==> src/rtl/sha_pkg.sv <==
// SHA-256 shared types, constants and round functions.
package sha_pkg;

    localparam logic [31:0] C_INIT_H [8] = '{
        32'h6a09e667, 32'hbb67ae85, 32'h3c6ef372, 32'ha54ff53a,
        32'h510e527f, 32'h9b05688c, 32'h1f83d9ab, 32'h5be0cd19
    };

    localparam logic [31:0] C_ROUND_K [64] = '{
        32'h428a2f98, 32'h71374491, 32'hb5c0fbcf, 32'he9b5dba5,
        32'h3956c25b, 32'h59f111f1, 32'h923f82a4, 32'hab1c5ed5,
        32'hd807aa98, 32'h12835b01, 32'h243185be, 32'h550c7dc3,
        32'h72be5d74, 32'h80deb1fe, 32'h9bdc06a7, 32'hc19bf174,
        32'he49b69c1, 32'hefbe4786, 32'h0fc19dc6, 32'h240ca1cc,
        32'h2de92c6f, 32'h4a7484aa, 32'h5cb0a9dc, 32'h76f988da,
        32'h983e5152, 32'ha831c66d, 32'hb00327c8, 32'hbf597fc7,
        32'hc6e00bf3, 32'hd5a79147, 32'h06ca6351, 32'h14292967,
        32'h27b70a85, 32'h2e1b2138, 32'h4d2c6dfc, 32'h53380d13,
        32'h650a7354, 32'h766a0abb, 32'h81c2c92e, 32'h92722c85,
        32'ha2bfe8a1, 32'ha81a664b, 32'hc24b8b70, 32'hc76c51a3,
        32'hd192e819, 32'hd6990624, 32'hf40e3585, 32'h106aa070,
        32'h19a4c116, 32'h1e376c08, 32'h2748774c, 32'h34b0bcb5,
        32'h391c0cb3, 32'h4ed8aa4a, 32'h5b9cca4f, 32'h682e6ff3,
        32'h748f82ee, 32'h78a5636f, 32'h84c87814, 32'h8cc70208,
        32'h90befffa, 32'ha4506ceb, 32'hbef9a3f7, 32'hc67178f2
    };

    localparam logic [7:0] C_PAD_BYTE = 8'h80;
    localparam logic       C_KIND_DATA   = 1'b0;
    localparam logic       C_KIND_FINISH = 1'b1;

    typedef logic [31:0] t_word;
    typedef t_word t_vars [8];

    function automatic t_word rotr(input t_word x, input int unsigned n);
        rotr = (x >> n) | (x << (32 - n));
    endfunction

    function automatic t_word sig0(input t_word x);
        sig0 = rotr(x, 7) ^ rotr(x, 18) ^ (x >> 3);
    endfunction

    function automatic t_word sig1(input t_word x);
        sig1 = rotr(x, 17) ^ rotr(x, 19) ^ (x >> 10);
    endfunction

    // round control from sequencer to compression core
    typedef struct packed {
        logic       start;   // load working vars from hash
        logic       round;   // perform one round with w
        logic       fold;    // add working vars into hash
        logic       restore; // reload initial hash
        logic [5:0] t;
    } t_round_ctl;

endpackage

==> src/rtl/sha_ram.sv <==
// Generic single-port-write, single-read RAM with registered read.
module sha_ram #(
    parameter int WIDTH = 8,
    parameter int DEPTH = 64
) (
    input  logic                     i_clk,
    input  logic                     i_we,
    input  logic [$clog2(DEPTH)-1:0] i_waddr,
    input  logic [WIDTH-1:0]         i_wdata,
    input  logic [$clog2(DEPTH)-1:0] i_raddr,
    output logic [WIDTH-1:0]         o_rdata
);
    logic [WIDTH-1:0] r_mem [DEPTH];

    always_ff @(posedge i_clk) begin
        if (i_we) begin
            r_mem[i_waddr] <= i_wdata;
        end
        o_rdata <= r_mem[i_raddr];
    end
endmodule

==> src/rtl/sha_core.sv <==
// SHA-256 round datapath: hash words, working variables, one round a cycle while round is set.
module sha_core
    import sha_pkg::*;
(
    input  logic       i_clk,
    input  logic       i_rst_n,
    input  t_round_ctl i_ctl,
    input  t_word      i_w,
    output t_vars      o_hash
);
    t_vars r_h, r_v;
    t_word big1, ch, t1, big0, maj;

    always_comb begin
        big1 = rotr(r_v[4], 6) ^ rotr(r_v[4], 11) ^ rotr(r_v[4], 25);
        ch   = (r_v[4] & r_v[5]) ^ (~r_v[4] & r_v[6]);
        t1   = r_v[7] + big1 + ch + C_ROUND_K[i_ctl.t] + i_w;
        big0 = rotr(r_v[0], 2) ^ rotr(r_v[0], 13) ^ rotr(r_v[0], 22);
        maj  = (r_v[0] & r_v[1]) ^ (r_v[0] & r_v[2]) ^ (r_v[1] & r_v[2]);
    end

    always_ff @(posedge i_clk) begin
        if (!i_rst_n) begin
            r_h <= C_INIT_H;
        end else if (i_ctl.restore) begin
            r_h <= C_INIT_H;
        end else if (i_ctl.fold) begin
            for (int i = 0; i < 8; i++) r_h[i] <= r_h[i] + r_v[i];
        end
        if (i_ctl.start) begin
            r_v <= r_h;
        end else if (i_ctl.round) begin
            r_v[7] <= r_v[6];
            r_v[6] <= r_v[5];
            r_v[5] <= r_v[4];
            r_v[4] <= r_v[3] + t1;
            r_v[3] <= r_v[2];
            r_v[2] <= r_v[1];
            r_v[1] <= r_v[0];
            r_v[0] <= t1 + big0 + maj;
        end
    end

    assign o_hash = r_h;
endmodule

==> src/rtl/sha256_byte_stream_hasher.sv <==
// SHA-256 byte stream hasher top level: block RAM, sequencer, digest output.
//
//  Channel | Dir | tdata fields (low bit up)        | tuser
//  s_axis  | in  | data_byte[7:0]                   | kind
//  m_axis  | out | digest_word[31:0], word_index[34:32] | tlast = last_word
//
// Data beats are taken one a cycle while idle; the 64th byte of a block starts
// a compression that holds input off: rounds 0..15 each first read four bytes
// from the block RAM (one port, one read a cycle, plus the registered read),
// then rounds 16..63 take words from the schedule window and a fold step adds
// the working variables into the hash. A finish beat writes padding (one byte a
// cycle) and runs one or two compressions, then presents eight words, one per
// cycle when the sink is ready. Reset is synchronous, active low; the block RAM
// holds no reset. An output stall freezes the sequencer with the current word held.
module sha256_byte_stream_hasher
    import sha_pkg::*;
(
    input  logic        i_clk,
    input  logic        i_rst_n,
    input  logic        s_axis_tvalid,
    output logic        s_axis_tready,
    input  logic [7:0]  s_axis_tdata,   // data_byte[7:0]
    input  logic        s_axis_tuser,   // kind
    output logic        m_axis_tvalid,
    input  logic        m_axis_tready,
    output logic [39:0] m_axis_tdata,   // digest_word[31:0], word_index[34:32], zero
    output logic        m_axis_tlast    // last_word
);
    typedef enum logic [2:0] {
        S_IDLE, S_PAD, S_LEN, S_FETCH, S_ROUND, S_FOLD, S_OUT
    } t_state;

    t_state      r_state;
    logic [60:0] r_count;
    logic [5:0]  r_pos;      // write pointer within block
    logic [5:0]  r_t;        // round number
    logic [1:0]  r_b;        // byte within word during fetch
    logic [2:0]  r_rd_ph;    // fetch phase 0..4 (registered RAM read)
    logic        r_final;    // compression belongs to a finish
    logic        r_second;   // finish needs another block after this one
    logic [2:0]  r_widx;
    logic [63:0] r_bits;
    t_word       r_wacc;
    t_word       r_wwin [16];
    t_round_ctl  ctl;
    t_vars       hash;

    logic        we;
    logic [5:0]  waddr, raddr;
    logic [7:0]  wdata, rdata;
    t_word       w_new, w_cur;

    sha_ram #(.WIDTH(8), .DEPTH(64)) u_buf (
        .i_clk(i_clk), .i_we(we), .i_waddr(waddr), .i_wdata(wdata),
        .i_raddr(raddr), .o_rdata(rdata)
    );

    sha_core u_core (.i_clk(i_clk), .i_rst_n(i_rst_n), .i_ctl(ctl), .i_w(w_cur),
        .o_hash(hash));

    assign s_axis_tready = (r_state == S_IDLE);
    wire in_fire = s_axis_tvalid && s_axis_tready;

    // byte write: data beats, padding zeros/0x80, length bytes
    always_comb begin
        we = 1'b0; waddr = r_pos; wdata = s_axis_tdata;
        case (r_state)
            S_IDLE: begin
                we = in_fire;
                wdata = (s_axis_tuser == C_KIND_FINISH) ? C_PAD_BYTE : s_axis_tdata;
            end
            S_PAD: begin we = 1'b1; wdata = 8'h00; end
            S_LEN: begin we = 1'b1; wdata = r_bits[63 - 8*r_pos[2:0] -: 8]; end
            default: we = 1'b0;
        endcase
        raddr = {r_t[3:0], r_b};
    end

    // rounds 0..15 take bytes from RAM, later words from the schedule window
    assign w_new = sig1(r_wwin[14]) + r_wwin[9] + sig0(r_wwin[1]) + r_wwin[0];
    assign w_cur = (r_t < 6'd16) ? r_wacc : w_new;

    always_comb begin
        ctl = '0;
        ctl.t = r_t;
        ctl.round = (r_state == S_ROUND);
        ctl.fold = (r_state == S_FOLD);
        ctl.restore = (r_state == S_OUT) && m_axis_tready && (r_widx == 3'd7);
        ctl.start = (r_state == S_FETCH) && (r_t == 6'd0) && (r_rd_ph == 3'd0);
    end

    always_ff @(posedge i_clk) begin
        if (!i_rst_n) begin
            r_state <= S_IDLE; r_count <= '0; r_pos <= '0; r_t <= '0;
            r_b <= '0; r_rd_ph <= '0; r_final <= 1'b0; r_second <= 1'b0;
            r_widx <= '0;
        end else begin
            case (r_state)
                S_IDLE: if (in_fire) begin
                    r_pos <= r_pos + 6'd1;
                    r_t <= '0; r_b <= '0; r_rd_ph <= '0;
                    if (s_axis_tuser == C_KIND_DATA) begin
                        r_count <= r_count + 61'd1;
                        r_final <= 1'b0;
                        if (r_pos == 6'd63) r_state <= S_FETCH;
                    end else begin
                        r_bits <= {r_count, 3'b000};
                        r_final <= 1'b1;
                        r_second <= (r_pos >= 6'd56);
                        if (r_pos == 6'd63) r_state <= S_FETCH;
                        else if (r_pos == 6'd55) r_state <= S_LEN;
                        else r_state <= S_PAD;
                    end
                end
                S_PAD: begin
                    r_pos <= r_pos + 6'd1;
                    if (r_pos == 6'd63) r_state <= S_FETCH;
                    else if (r_pos == 6'd55 && !r_second) r_state <= S_LEN;
                end
                S_LEN: begin
                    r_pos <= r_pos + 6'd1;
                    if (r_pos == 6'd63) r_state <= S_FETCH;
                end
                S_FETCH: begin
                    // 4 reads, then a last phase that captures the final byte
                    if (r_rd_ph != 3'd0) r_wacc <= {r_wacc[23:0], rdata};
                    r_b <= r_b + 2'd1;
                    r_rd_ph <= r_rd_ph + 3'd1;
                    if (r_rd_ph == 3'd4) begin
                        r_rd_ph <= '0; r_b <= '0; r_state <= S_ROUND;
                    end
                end
                S_ROUND: begin
                    for (int i = 0; i < 15; i++) r_wwin[i] <= r_wwin[i+1];
                    r_wwin[15] <= w_cur;
                    r_t <= r_t + 6'd1;
                    if (r_t == 6'd63) r_state <= S_FOLD;
                    else if (r_t < 6'd15) r_state <= S_FETCH;
                end
                S_FOLD: begin
                    r_t <= '0;
                    if (!r_final) r_state <= S_IDLE;
                    else if (r_second) begin
                        r_second <= 1'b0; r_state <= S_PAD;
                    end else begin
                        r_widx <= '0; r_state <= S_OUT;
                    end
                end
                S_OUT: if (m_axis_tready) begin
                    r_widx <= r_widx + 3'd1;
                    if (r_widx == 3'd7) begin
                        r_state <= S_IDLE; r_count <= '0; r_pos <= '0;
                        r_final <= 1'b0;
                    end
                end
                default: r_state <= S_IDLE;
            endcase
        end
    end

    assign m_axis_tvalid = (r_state == S_OUT);
    assign m_axis_tdata  = {5'd0, r_widx, hash[r_widx]};
    assign m_axis_tlast  = (r_widx == 3'd7);

    a_no_in_busy: assert property (@(posedge i_clk) disable iff (!i_rst_n)
        (r_state != S_IDLE) |-> !s_axis_tready) else $error("ready while busy");
    a_out_only: assert property (@(posedge i_clk) disable iff (!i_rst_n)
        m_axis_tvalid |-> !s_axis_tready) else $error("output overlaps input");
    a_last_idle: assert property (@(posedge i_clk) disable iff (!i_rst_n)
        (m_axis_tvalid && m_axis_tready && m_axis_tlast) |=> (r_state == S_IDLE)
        && (r_count == 61'd0)) else $error("no restore after digest");
endmodule
==> config.mk <==
export PLATFORM = sky130hd
export DESIGN_NAME = sha256_byte_stream_hasher
export DESIGN_NICKNAME = d
export VERILOG_FILES = /design/src/rtl/sha_pkg.sv /design/src/rtl/sha_ram.sv /design/src/rtl/sha_core.sv /design/src/rtl/sha256_byte_stream_hasher.sv
export SDC_FILE = /design/constraint.sdc
export NUM_CORES = 2
export LEC_CHECK = 0
export ABC_AREA = 0
export BUFFER_PORTS_ARGS = -buffer_cell sky130_fd_sc_hd__buf_2
export CORE_UTILIZATION = 25
export CTS_CLUSTER_DIAMETER = 60
export DETAILED_ROUTE_END_ITERATION = 7
export HOLD_SLACK_MARGIN = 0.08
export PLACE_DENSITY_LB_ADDON = 0.1
export SKIP_CTS_REPAIR_TIMING = 1
export SLEW_MARGIN = 40
export SYNTH_ARGS = -nofsm -noshare
export SYNTH_HDL_FRONTEND = slang
export SYNTH_SLANG_ARGS = --single-unit
==> constraint.sdc <==
create_clock -name i_clk -period 25.3 [get_ports i_clk]
set_input_delay 2.53 -clock i_clk [delete_from_list [all_inputs] [get_ports i_clk]]
set_output_delay 2.53 -clock i_clk [all_outputs]
set_load 0.01 [all_outputs]
==> metrics.md <==
| Metric | Value |
|---|---|
| Actual transition at the worst max-transition pin | `0.9984 ns` |
| Period minus WS final | `11.07 ns` |
| Critical Path AT | `approximately 12 ns` |
| Die Y | `approximately 610 um` |
| Met2 Track Usage GR | `26.98%` |
| GRT Util Overall | `16.80%` |
| Filler cell count | `37190` |
| Status | `finished clean` |
| Slowest stage delay, CP | `around 0.55 ns` |
| Final Non-Filler Cells | `12725` |
| First-pass GRT wire length | `450.8 mm` |
| Sink Count | `1723` |
| CORE AREA | `~360000 um^2` |
| Combinational family with the most area after synthesis | `compound AO/OA/AOI/OAI gates` |
| Slew HR | `32.73%` |
| Synth Area in Simple Gates | `around a tenth` |
| Netlist cell types | `94` |
| Post-synth ARST share | `0%` |
| CP Capture Type | `register` |
| H-tree depth | `4` |
| Worst Path Required | `roughly 26 ns` |
| Synth Area in Adders | `10.02%` |
| CP Max Fanout | `35` |
| Tcrit/Tclk final | `43.74%` |
| GR Util met3 | `1.810%` |
| Clk_lat worst skew | `0.91 ns` |
| Clock root buffer | `clkbuf_16` |
| TritonCTS clock tree | `yes` |
| Layout cells sized above 1 | `about an eighth` |
| Met1 Use GR | `24.30%` |
| Cell count after synthesis | `7697` |
| Setup TNS | `0 ns` |
| Final Util | `29.05%` |
| Placed cell count | `around 12000` |
| Synth warn | `0` |
| Worst Hold Class | `register to register` |
| Fmax | `about 0.09 GHz` |
| Clk_skew | `between 0.05 and 0.06 ns` |
| Post-synth EDFFs | `1373` |
| Total number of vias | `~60000` |
| Post-Route WL | `between 300 and 400 mm` |
| Vias in the first global route | `59816` |
| Grt peak-use layer | `met2` |
| Boundary Pins | `56` |
| Final Wtd Congestion | `approximately 0.89` |
| Number of vias per cell | `roughly 4.8` |
| Multiplexer share of the synthesized area | `7.222%` |
| Fin nets | `8347` |
| Post-synthesis sequential area ratio | `about 53%` |
| HPWL Detailed | `225.0 mm` |
| Syn-to-layout area delta | `15.54%` |
| DRC violations left | `0` |
| Die width | `between 600 and 700 um` |
| Post-synthesis xor/xnor area fraction | `5.838%` |
| Pin count of the biggest net entering global routing | `143` |
| Pre-antenna DRT Iters | `8` |
| Antenna violation net count after detailed routing | `0` |
| Multi-input logic area | `slightly above 40000 um^2` |
| Final setup viols | `0` |
| Compound-Gate Fraction of Synth Area | `10.92%` |
| Total die area | `367300 um^2` |
| IO Port Bufs | `50` |
| Initial DRC Count | `4788` |
| RSZ-0062 raised after global routing | `false` |
| Number of synthesized register bits | `1723` |
| Num CTS Buffers | `234` |
| Clock-pin slew on the worst setup and hold paths | `0.06 ns` |
| Mapped Area | `91210 um^2` |
| Final Hold Fails | `0` |
| Initial Util | `25.14%` |
| Average size of a mapped cell | `11.85 um^2` |
| Maximum clock path buffer count | `4` |
| Routed len/inst | `24.69 um` |
| FF/Latch Area | `48260 um^2` |
| Startpoint Class | `register` |
| Row cnt | `221` |
| Max Slew Vio Count | `0` |
| Crit-path slowest cell | `fa_1` |
| CP Class | `register to register` |
| Top_reg_cell synth | `edfxtp_1` |
| Initial antenna violation count | `13` |
| Max cap viols | `0` |
| Global route overflow | `0` |
[Yosys cell counts, types with 197 or more instances]
cell | n | area, um^2
ha_1 | 400 | 5005
xnor2_1 | 388 | 3398
xor2_1 | 220 | 1927
dfxtp_1 | 350 | 7007
inv_1 | 306 | 1149
o21ai_0 | 357 | 1787
nand2_1 | 1147 | 4305
nor2_1 | 427 | 1603
fa_1 | 197 | 3944
clkbuf_1 | 315 | 1182
mux4_2 | 248 | 5585
edfxtp_1 | 1373 | 41230
a21oi_1 | 498 | 2492
[metrics by stage]
step	setup WS [ns]	hold slack, ns	cell area [um^2]
floorplan	8.661	0.3855	91230
global placement	14.43	0.3966	97100
detailed placement	14.38	0.4045	97570
CTS	14.39	0.4002	105200
global route	13.78	0.4088	105400
finish	14.23	0.4012	105400
[final timing paths]
check / from / endpoint / slack [ns] / cells after the start
setup reg to reg: r_t[0] / u_core.r_v[252] / 14.23 / 37
hold reg to reg: r_wwin[1][160] / r_wwin[1][128] / 0.40 / 0
setup / recovery: r_t[0] / u_core.r_v[252] / 14.23 / 37
hold / removal: r_wwin[1][160] / r_wwin[1][128] / 0.40 / 0
[cell usage in the layout (no fill, tap or decap), drive strengths merged, types with 53 or more instances in the layout]
cell type | synthesis | layout
a211oi | 65 | 65
nor3 | 86 | 86
ha | 400 | 400
o21a | 55 | 55
nand2 | 1148 | 1148
a21o | 185 | 185
nand2b | 60 | 60
or3 | 57 | 57
clkinv | 2 | 76
nor2b | 73 | 73
o211ai | 109 | 109
nand3 | 122 | 122
dfxtp | 350 | 350
fa | 197 | 197
and3 | 53 | 53
xor2 | 220 | 220
nor2 | 427 | 427
mux4 | 248 | 248
o21ai | 369 | 369
inv | 307 | 329
clkbuf | 316 | 298
buf | 60 | 176
a21oi | 498 | 498
xnor2 | 388 | 388
edfxtp | 1373 | 1373
[cell type report]
type | count | area share [%]
antenna | 2 | 0.004749
timing repair buffer | 176 | 1.453
sequential | 1723 | 45.80
multi-input combinational | 5293 | 38.71
inverter | 309 | 1.101
clock inverter | 130 | 1.218
tap | 4794 | 5.692
clock buffer | 298 | 6.019
[kinds of logic (layout without fill, tap and decap cells)]
group | count (synthesis) | in the layout
compound gates | 1575 | 1575
xor+xnor | 608 | 608
fa+ha+maj | 616 | 616
buf+inv | 685 | 913
flops | 1723 | 1723
mux | 342 | 342
other cells | 1 | 7
simple gates | 2147 | 2147
[critical path, delay by kind of cell, from the launching register on]
kind,cells,cell delay (ns)
compound gates,20,4.84
fa+ha+maj,7,3.18
buf+inv,6,1.23
mux,1,0.26
flops,1,0.32
simple gates,1,0.43
xor+xnor,2,0.52
[sequential cells by signal, indices dropped and copies added, names as in the netlist, 2 cells and up]
name / cells
r_b: 2
r_bits: 61
r_count: 61
r_pos: 6
r_rd_ph: 3
r_state: 3
r_t: 6
r_wacc: 32
r_widx: 3
r_wwin: 512
u_buf.o_rdata: 8
u_buf.r_mem: 512
u_core.o_hash: 256
u_core.r_v: 256
[per-layer routing]
layer	routed length, um	share of wire [%]
met3	11120	3.5
met4	6252	2.0
met1	153000	49
met5	9	0.0029
met2	143900	46
Power is left out: the tool's default activity adds up to more than one toggle a clock period on the data nets, which glitch-free logic cannot reach.
